`src/rtl/core/rtcd_pkg.sv`:
```
// Types, codes and constants shared by the radio time-code decoder modules.
package rtcd_pkg;

	localparam int FRAME_W = 60;
	localparam int WIN_W = 12;
	localparam int WIDTH_W = 16;
	localparam int CFG_IDX_W = 3;

	localparam logic [5:0] POS_START = 6'd59;
	localparam logic [5:0] POS_RESTART = 6'd60;
	localparam logic [5:0] POS_FIRST_MARK = 6'd1;
	localparam logic [5:0] POS_HOUR_PARITY = 6'd24;
	localparam logic [5:0] POS_MIN_PARITY = 6'd23;
	localparam logic [5:0] POS_FRAME_END = 6'd0;

	// Last pin level seen; NONE until the first edge after reset.
	typedef enum logic [1:0] {
		LEVEL_LOW  = 2'd0,
		LEVEL_HIGH = 2'd1,
		LEVEL_NONE = 2'd2
	} level_t;

	typedef enum logic [1:0] {
		SYM_MARKER  = 2'd0,
		SYM_ONE     = 2'd1,
		SYM_ZERO    = 2'd2,
		SYM_UNKNOWN = 2'd3
	} sym_t;

	typedef enum logic [3:0] {
		EV_NONE        = 4'd0,
		EV_SYNC        = 4'd1,
		EV_MARK_DROP   = 4'd2,
		EV_POSMARK_ERR = 4'd3,
		EV_FIXZERO_ERR = 4'd4,
		EV_HOUR_ERR    = 4'd5,
		EV_HOUR_OK     = 4'd6,
		EV_MIN_ERR     = 4'd7,
		EV_MIN_OK      = 4'd8,
		EV_FRAME_DONE  = 4'd9
	} ev_t;

	typedef enum logic [CFG_IDX_W-1:0] {
		CFG_MARKER_MIN = 3'd0,
		CFG_MARKER_MAX = 3'd1,
		CFG_ONE_MIN    = 3'd2,
		CFG_ONE_MAX    = 3'd3,
		CFG_ZERO_MIN   = 3'd4,
		CFG_ZERO_MAX   = 3'd5
	} cfg_idx_t;

	localparam logic [WIN_W-1:0] MARKER_MIN_RST = 12'd150;
	localparam logic [WIN_W-1:0] MARKER_MAX_RST = 12'd300;
	localparam logic [WIN_W-1:0] ONE_MIN_RST = 12'd300;
	localparam logic [WIN_W-1:0] ONE_MAX_RST = 12'd550;
	localparam logic [WIN_W-1:0] ZERO_MIN_RST = 12'd700;
	localparam logic [WIN_W-1:0] ZERO_MAX_RST = 12'd890;

	typedef struct packed {
		logic [WIN_W-1:0] marker_min_ms;
		logic [WIN_W-1:0] marker_max_ms;
		logic [WIN_W-1:0] one_min_ms;
		logic [WIN_W-1:0] one_max_ms;
		logic [WIN_W-1:0] zero_min_ms;
		logic [WIN_W-1:0] zero_max_ms;
	} cfg_t;

	typedef struct packed {
		logic        pin_level;
		logic [31:0] time_ms;
	} in_t;

	typedef struct packed {
		logic [15:0]        pulse_ms;
		logic [1:0]         symbol;
		logic [3:0]         event_res;
		logic               frame_done;
		logic               data_suspect;
		logic [7:0]         hour;
		logic [6:0]         minute;
		logic [8:0]         day_of_year;
		logic [7:0]         year;
		logic [2:0]         weekday;
		logic [FRAME_W-1:0] frame_bits;
	} out_t;

	// Pulse measurement handed from the edge stage to the frame tracker.
	typedef struct packed {
		logic               fall;
		logic [WIDTH_W-1:0] width;
		sym_t               sym;
	} pulse_t;

	typedef struct packed {
		ev_t                ev;
		logic               done;
		logic               suspect;
		logic [FRAME_W-1:0] bits;
	} frame_res_t;

endpackage

```
`src/rtl/core/rtcd_pulse.sv`:
```
// Edge filter, pulse width measurement and symbol classification.
module rtcd_pulse (
	input  logic           clk,
	input  logic           arst_n,
	input  logic           go,
	input  rtcd_pkg::in_t  item,
	input  rtcd_pkg::cfg_t cfg,
	output rtcd_pkg::pulse_t pulse
);
	import rtcd_pkg::*;

	level_t      last_level_q;
	logic [31:0] rise_q;
	logic [31:0] diff;
	logic [WIDTH_W-1:0] width;
	logic        changed;

	function automatic logic in_win(input logic [WIN_W-1:0] lo, input logic [WIN_W-1:0] hi,
			input logic [WIDTH_W-1:0] w);
		logic [WIDTH_W-1:0] lo_x;
		logic [WIDTH_W-1:0] hi_x;
		lo_x = {{(WIDTH_W-WIN_W){1'b0}}, lo};
		hi_x = {{(WIDTH_W-WIN_W){1'b0}}, hi};
		return (lo_x < w) && (w <= hi_x);
	endfunction

	assign changed = (last_level_q != level_t'({1'b0, item.pin_level}));
	assign diff = item.time_ms - rise_q;
	assign width = (|diff[31:WIDTH_W]) ? {WIDTH_W{1'b1}} : diff[WIDTH_W-1:0];

	always_comb begin
		pulse.fall = changed && !item.pin_level;
		pulse.width = width;
		// Windows are tried in order; the first match wins.
		if (in_win(cfg.marker_min_ms, cfg.marker_max_ms, width)) begin
			pulse.sym = SYM_MARKER;
		end else if (in_win(cfg.one_min_ms, cfg.one_max_ms, width)) begin
			pulse.sym = SYM_ONE;
		end else if (in_win(cfg.zero_min_ms, cfg.zero_max_ms, width)) begin
			pulse.sym = SYM_ZERO;
		end else begin
			pulse.sym = SYM_UNKNOWN;
		end
	end

	always_ff @(posedge clk or negedge arst_n) begin
		if (!arst_n) begin
			last_level_q <= LEVEL_NONE;
			rise_q <= '0;
		end else if (go && changed) begin
			last_level_q <= level_t'({1'b0, item.pin_level});
			if (item.pin_level) begin
				rise_q <= item.time_ms;
			end
		end
	end

endmodule

```
`src/rtl/core/rtcd_frame.sv`:
```
// Sync search, frame assembly and frame checks.
module rtcd_frame (
	input  logic                 clk,
	input  logic                 arst_n,
	input  logic                 go,
	input  rtcd_pkg::pulse_t     pulse,
	output rtcd_pkg::frame_res_t res
);
	import rtcd_pkg::*;

	sym_t               prev_q, prev_n;
	logic [5:0]         pos_q, pos_n;
	logic               sync_q, sync_n;
	logic               err_q, err_n;
	logic [FRAME_W-1:0] frame_q, frame_n;
	logic [5:0]         p;

	function automatic logic is_posmark(input logic [5:0] q);
		case (q)
			6'd51, 6'd41, 6'd31, 6'd21, 6'd11, 6'd1: return 1'b1;
			default: return 1'b0;
		endcase
	endfunction

	function automatic logic is_fixzero(input logic [5:0] q);
		case (q)
			6'd56, 6'd50, 6'd49, 6'd46, 6'd40, 6'd39, 6'd36,
			6'd26, 6'd25, 6'd5, 6'd4, 6'd3, 6'd2: return 1'b1;
			default: return 1'b0;
		endcase
	endfunction

	assign p = pos_q - 6'd1;

	always_comb begin
		prev_n = prev_q;
		pos_n = pos_q;
		sync_n = sync_q;
		err_n = err_q;
		frame_n = frame_q;
		res.ev = EV_NONE;
		res.done = 1'b0;
		res.suspect = 1'b0;
		res.bits = frame_q;
		if (pulse.sym != SYM_UNKNOWN) begin
			if (sync_q) begin
				if (prev_q == SYM_MARKER && pulse.sym == SYM_MARKER &&
						pos_q != POS_FIRST_MARK && pos_q != POS_RESTART) begin
					res.ev = EV_MARK_DROP;
				end else begin
					pos_n = p;
					// Positions above the frame are simply not stored.
					for (int i = 0; i < FRAME_W; i++) begin
						if (p == 6'(i)) begin
							frame_n[i] = (pulse.sym == SYM_ONE);
						end
					end
					res.bits = frame_n;
					if (is_posmark(p)) begin
						if (pulse.sym != SYM_MARKER) begin
							err_n = 1'b1;
							res.ev = EV_POSMARK_ERR;
						end
					end else if (is_fixzero(p)) begin
						if (pulse.sym != SYM_ZERO) begin
							sync_n = 1'b0;
							err_n = 1'b1;
							res.ev = EV_FIXZERO_ERR;
						end
					end else if (p == POS_HOUR_PARITY) begin
						if ((^frame_n[49:42]) != frame_n[24]) begin
							sync_n = 1'b0;
							res.ev = EV_HOUR_ERR;
						end else begin
							res.ev = EV_HOUR_OK;
						end
					end else if (p == POS_MIN_PARITY) begin
						if ((^frame_n[59:52]) != frame_n[23]) begin
							sync_n = 1'b0;
							res.ev = EV_MIN_ERR;
						end else begin
							res.ev = EV_MIN_OK;
						end
					end else if (p == POS_FRAME_END) begin
						res.ev = EV_FRAME_DONE;
						res.done = 1'b1;
						res.suspect = !sync_q || err_q;
						pos_n = POS_RESTART;
						frame_n = '0;
						sync_n = 1'b1;
						err_n = 1'b0;
					end
					prev_n = pulse.sym;
				end
			end else begin
				if (prev_q == SYM_MARKER && pulse.sym == SYM_MARKER) begin
					sync_n = 1'b1;
					err_n = 1'b0;
					pos_n = POS_RESTART;
					frame_n = '0;
					res.bits = '0;
					res.ev = EV_SYNC;
				end
				prev_n = pulse.sym;
			end
		end
	end

	always_ff @(posedge clk or negedge arst_n) begin
		if (!arst_n) begin
			prev_q <= SYM_UNKNOWN;
			pos_q <= POS_START;
			sync_q <= 1'b0;
			err_q <= 1'b0;
			frame_q <= '0;
		end else if (go && pulse.fall) begin
			prev_q <= prev_n;
			pos_q <= pos_n;
			sync_q <= sync_n;
			err_q <= err_n;
			frame_q <= frame_n;
		end
	end

endmodule

```
`src/rtl/core/radio_time_code_decoder.sv`:
```
// Top level of the radio time-code decoder: input stage, windows, result register.
// An accepted word waits in the input stage; its result word is registered in the result register when it leaves.
// Throughput: one input word per cycle while the output side takes results.
// Edges that give no result (repeats, rising edges) pass through without waiting.
// Reset clears the edge and frame state and loads the default pulse windows.
module radio_time_code_decoder (
	input  logic                              clk,
	input  logic                              arst_n,
	input  logic                              in_valid,
	output logic                              in_ready,
	input  rtcd_pkg::in_t                     in_data,
	output logic                              out_valid,
	input  logic                              out_ready,
	output rtcd_pkg::out_t                    out_data,
	input  logic                              cfg_we,
	input  logic [rtcd_pkg::CFG_IDX_W-1:0]    cfg_index,
	input  logic [rtcd_pkg::WIN_W-1:0]        cfg_wdata
);
	import rtcd_pkg::*;

	in_t        item_s1;
	logic       valid_s1;
	cfg_t       cfg_q;
	pulse_t     pulse;
	frame_res_t fres;
	logic       advance;
	out_t       out_q;
	logic       out_valid_q;
	logic [FRAME_W-1:0] f;

	// The word in the input stage leaves when its result, if any, has a place to go.
	assign advance = valid_s1 && (!pulse.fall || !out_valid_q || out_ready);
	assign in_ready = !valid_s1 || advance;

	always_ff @(posedge clk or negedge arst_n) begin
		if (!arst_n) begin
			valid_s1 <= 1'b0;
		end else if (in_ready) begin
			valid_s1 <= in_valid;
		end
	end

	always_ff @(posedge clk) begin
		if (in_ready && in_valid) begin
			item_s1 <= in_data;
		end
	end

	always_ff @(posedge clk or negedge arst_n) begin
		if (!arst_n) begin
			cfg_q.marker_min_ms <= MARKER_MIN_RST;
			cfg_q.marker_max_ms <= MARKER_MAX_RST;
			cfg_q.one_min_ms <= ONE_MIN_RST;
			cfg_q.one_max_ms <= ONE_MAX_RST;
			cfg_q.zero_min_ms <= ZERO_MIN_RST;
			cfg_q.zero_max_ms <= ZERO_MAX_RST;
		end else if (cfg_we) begin
			case (cfg_idx_t'(cfg_index))
				CFG_MARKER_MIN: cfg_q.marker_min_ms <= cfg_wdata;
				CFG_MARKER_MAX: cfg_q.marker_max_ms <= cfg_wdata;
				CFG_ONE_MIN:    cfg_q.one_min_ms <= cfg_wdata;
				CFG_ONE_MAX:    cfg_q.one_max_ms <= cfg_wdata;
				CFG_ZERO_MIN:   cfg_q.zero_min_ms <= cfg_wdata;
				CFG_ZERO_MAX:   cfg_q.zero_max_ms <= cfg_wdata;
				default: ;
			endcase
		end
	end

	rtcd_pulse u_pulse (
		.clk   (clk),
		.arst_n(arst_n),
		.go    (advance),
		.item  (item_s1),
		.cfg   (cfg_q),
		.pulse (pulse)
	);

	rtcd_frame u_frame (
		.clk   (clk),
		.arst_n(arst_n),
		.go    (advance),
		.pulse (pulse),
		.res   (fres)
	);

	assign f = fres.bits;

	always_ff @(posedge clk or negedge arst_n) begin
		if (!arst_n) begin
			out_valid_q <= 1'b0;
		end else if (advance && pulse.fall) begin
			out_valid_q <= 1'b1;
		end else if (out_ready) begin
			out_valid_q <= 1'b0;
		end
	end

	// Digit fields are plain weighted sums of the BCD nibbles, not range checked.
	always_ff @(posedge clk) begin
		if (advance && pulse.fall) begin
			out_q.pulse_ms <= pulse.width;
			out_q.symbol <= pulse.sym;
			out_q.event_res <= fres.ev;
			out_q.frame_done <= fres.done;
			out_q.data_suspect <= fres.suspect;
			out_q.hour <= {4'd0, f[50:47]} * 8'd10 + {4'd0, f[45:42]};
			out_q.minute <= {4'd0, f[59:57]} * 7'd10 + {3'd0, f[55:52]};
			out_q.day_of_year <= {7'd0, f[38:37]} * 9'd100 + {5'd0, f[35:32]} * 9'd10
				+ {5'd0, f[30:27]};
			out_q.year <= {4'd0, f[19:16]} * 8'd10 + {4'd0, f[15:12]};
			out_q.weekday <= f[10:8];
			out_q.frame_bits <= f;
		end
	end

	assign out_valid = out_valid_q;
	assign out_data = out_q;

	a_done_event: assert property (@(posedge clk) disable iff (!arst_n)
		out_valid && out_data.frame_done |-> out_data.event_res == EV_FRAME_DONE)
		else $error("frame done without frame done event");

	a_suspect_only_done: assert property (@(posedge clk) disable iff (!arst_n)
		out_valid && out_data.data_suspect |-> out_data.frame_done)
		else $error("suspect flag outside frame end");

	a_unknown_no_event: assert property (@(posedge clk) disable iff (!arst_n)
		out_valid && out_data.symbol == SYM_UNKNOWN |-> out_data.event_res == EV_NONE)
		else $error("unknown symbol raised an event");

	a_sync_clears: assert property (@(posedge clk) disable iff (!arst_n)
		out_valid && out_data.event_res == EV_SYNC |-> out_data.frame_bits == '0)
		else $error("sync event with non-empty frame");

endmodule
```
`config.mk`:
```
export PLATFORM = sky130hd
export DESIGN_NAME = radio_time_code_decoder
export DESIGN_NICKNAME = d
export VERILOG_FILES = /design/src/rtl/core/rtcd_pkg.sv /design/src/rtl/core/rtcd_pulse.sv /design/src/rtl/core/rtcd_frame.sv /design/src/rtl/core/radio_time_code_decoder.sv
export SDC_FILE = /design/constraint.sdc
export NUM_CORES = 1
export LEC_CHECK = 0
export BUFFER_PORTS_ARGS = -buffer_cell sky130_fd_sc_hd__clkbuf_2
export CAP_MARGIN = 0
export CORE_ASPECT_RATIO = 0.5
export CORE_UTILIZATION = 55
export DETAILED_ROUTE_END_ITERATION = 10
export HOLD_SLACK_MARGIN = 0.02
export PLACE_DENSITY = 0.76
export SLEW_MARGIN = 30
export SYNTH_ARGS = -nofsm -noshare
export SYNTH_HDL_FRONTEND = slang
export SYNTH_HIERARCHICAL = 1
export SYNTH_SLANG_ARGS = --single-unit
```
`constraint.sdc`:
```
create_clock -name clk -period 11.26 [get_ports clk]
set_input_delay 2.252 -clock clk [delete_from_list [all_inputs] [get_ports clk]]
set_output_delay 2.252 -clock clk [all_outputs]
set_load 0.02 [all_outputs]
```
==> flow_summary_export.csv <==
group,metric,value,unit
run_status,status,"complete, no violations",
timing,tns,0,ps
routing,wire_per_inst,19.14,um
clocking,cts_resized,0,
routing,viasPerCell,6.023,
grt,gr-usage-all-layers,0.2601,
synth,synth_flop_cell,"edfxtp_1",
final_layout,areaGrowthSynthToFinish,10.63,%
synth,yosysTopAreaCell,"edfxtp_1",
power,power,3.173,mW
clocking,cts_buffers,31,
place,numPortBuffers,173,
synth,synth_cell_types,104,
timing,clock_skew,16.19,ps
synth,synth_top_family_by_area,"compound AO/OA/AOI/OAI gates",
final_layout,fillers,2822,
power,powerDensity,144.2,nW/um^2
power,ir_worst_vdd,0.1342,mV
routing,route.vias.total,15045,
timing,slew_headroom,0.3935,
synth,synth_edf_count,145,
flow_run,maxCapViolCount,0,
timing,rsz0062_at_grt,"false",
synth,synthTopCellsByArea,"edfxtp_1 (22%), dfrtp_1 (18%), ha_1 (8.5%)",
place,placed_area,20970,um^2
setup_path,slowest_stage,"buf_4",
timing,finalSetupViolCount,0,
final_layout,n_antenna_cell,0,
synth,syn_area_per_cell,10.61,um^2
clocking,cts_sinks,323,
timing,fmax,100.3,MHz
clocking,cts_hold_buf,0,
timing,slew_violations,0,
setup_path,arrival,10290,ps
final_layout,final_area,22000,um^2
synth,synthMuxAreaShare,0.05997,
final_layout,seq_area,8855,um^2
synth,synth_xor_area_frac,0.03379,
final_layout,postLayoutCoreUtil,0.6283,
place,routabilityCongestion,0.9304,
routing,finalWirelength,47.81,mm
floorplan,fp-row-count,48,
synth,synth_top_area_frac,0.2190,
setup_path,critical_path_required,11580,ps
final_layout,instances_no_fill,2498,
synth,synth_simple_gate_area_frac,0.1151,
floorplan,io_pins,174,
floorplan,core_area,35010,um^2
floorplan,die_y,136.4,um
place,dp_slack,1524,ps
setup_path,cp_max_fo,59,
setup_path,start_kind,"register",
timing,layout_setup_ws,1291,ps
setup_path,crit_type,"reg2reg",
clocking,worstSkewPairLatency,580,ps
routing,first_pass_iters,6,
clocking,h-tree-depth,1,
clocking,cts_tree,"done",
timing,holdWs,473.0,ps
synth,synth_nets,2072,
timing,hold_viol_final,0,
final_layout,multi_input_area,10050,um^2
final_layout,nets,2197,
setup_path,path_common_cell,"ha_1",
place,dp_hpwl,33.80,mm
synth,synthArstFlopShare,0.5511,
floorplan,die-width,270.9,um
grt,antenna_found_initial,0,
power,leakage,9.519,nW
setup_path,r2r_start,"item_s1[0]",
grt,grt_max_degree,65,
synth,synth_common_cells,"o21ai_0 (200), edfxtp_1 (145), dfrtp_1 (141)",
clocking,root_buffer,"clkbuf_16",
routing,drt-initial-drc-count,1257,
timing,worst_pin_slew,909.8,ps
timing,final.min_clock_period,9969,ps
floorplan,initial_core_util,0.5679,
synth,synth-seq-cells,323,
synth,synth-seq-area-share,0.4453,
synth,synthAdderAreaFrac,0.09502,
setup_path,endpoint_kind,"register",
synth,netlist_area,19880,um^2
grt,grt_pass1_wl,77.29,mm
floorplan,fp.dieArea,36960,um^2
final_layout,drive_gt1_frac,0.2121,
clocking,cts_buffer_depth,3,
synth,synth_most_common_cell,"o21ai_0",
worst_hold_path,min_path_type,"reg2reg",
synth,ys_warn_count,6,
setup_path,critPathLaunch,"item_s1[0]",
clocking,clkTransAtPathRegs,70,ps
worst_hold_path,hold_start,"u_frame/frame_q[0]",
timing,period_share,0.8854,
grt,grt_pass1_vias,14300,
routing,drc_errors,0,
routing,ant_nets,0,
setup_path,crit_path_max_incr_delay,530,ps
grt,overflow,0,
place,dp_cells,2440,
synth,synth_compound_area_frac,0.1994,
synth,netlist_instances,1874,
clocking,cts_setup_buffers,0,
-- final timing paths --
path | slack [ps] | endpoint | depth (start not counted)
min in group asynchronous | 1650 | cfg_q[49] | 1
worst min-delay path | 470 | u_frame/frame_q[0] | 2
worst max-delay path | 1290 | out_data[70] | 38
worst min register to register | 470 | u_frame/frame_q[0] | 2
worst max register to register | 1290 | out_data[70] | 38
max in group asynchronous | 8360 | u_frame/frame_q[13] | 2
-- layer usage --
| metal | part of all wire | GRT usage |
|---|---|---|
| met1 | 0.46 | 0.3744 |
| met2 | 0.46 | 0.4163 |
| met3 | 0.062 | 0.04168 |
| met4 | 0.020 | 0.05336 |
| met5 | 0 | 0 |
-- layout make-up --
type | instances | share of cell area
well taps | 475 | 0.02702
flip-flops and latches | 323 | 0.4025
multi-input cells | 1329 | 0.4570
clock buffers | 48 | 0.04186
inverters | 120 | 0.02048
clock inverters | 9 | 0.003413
repair buffers | 194 | 0.04772
-- report_power, final --
group          internal [mW]  switching (mW)  total [mW]  leakage (nW)
registers               1.35          0.0557        1.41          3.62
logic                  0.300           0.427       0.727          5.40
clock network          0.583           0.457        1.04         0.495
-- state kept, by name, summed over array words and instances, names as in the netlist --
name / count
u_frame/sync_q: 1
u_frame/frame_q: 60
item_s1: 33
out_valid: 1
u_frame/prev_q: 2
u_frame/pos_q: 6
u_pulse/rise_q: 32
u_pulse/last_level_q: 2
out_data: 112
u_frame/err_q: 1
cfg_q: 72
valid_s1: 1
-- worst max-delay path, delay by kind of cell, from the launching register on --
| kind | cells | cell delay [ps] |
|---|---|---|
| simple gates | 11 | 2760 |
| fa+ha+maj | 6 | 1910 |
| compound gates | 15 | 3190 |
| flops | 1 | 350 |
| mux | 1 | 320 |
| buf+inv | 5 | 1150 |
-- layout by cell type (no fill, tap or decap), types with 11 or more instances in the layout --
cell,netlist,final
xor2_1,16,16
nand2_1,124,124
mux2_4,61,61
a22o_1,120,120
a31oi_1,13,13
and2_1,12,12
nand4_1,28,28
edfxtp_1,145,145
o21a_1,14,14
xnor2_1,57,57
dfrtp_1,141,141
or2_2,17,17
nand3_1,21,20
buf_4,14,20
clkbuf_16,0,32
inv_1,120,120
nand2b_1,15,15
nor2_1,113,111
o21ai_0,200,200
a21oi_1,81,80
clkbuf_2,0,172
o21ai_1,11,11
nor2b_1,16,15
a211oi_1,12,12
a21o_1,32,32
ha_1,135,135
nor3_1,18,18
nor4_1,14,14
mux2_2,18,18
dfstp_2,37,37
-- kinds of logic after synthesis --
| group | count (synthesis) |
|---|---|
| simple gates | 442 |
| xor+xnor | 75 |
| fa+ha+maj | 145 |
| mux | 85 |
| flops | 323 |
| buf+inv | 222 |
| compound gates | 582 |
Power figures use the tool's default switching activity.
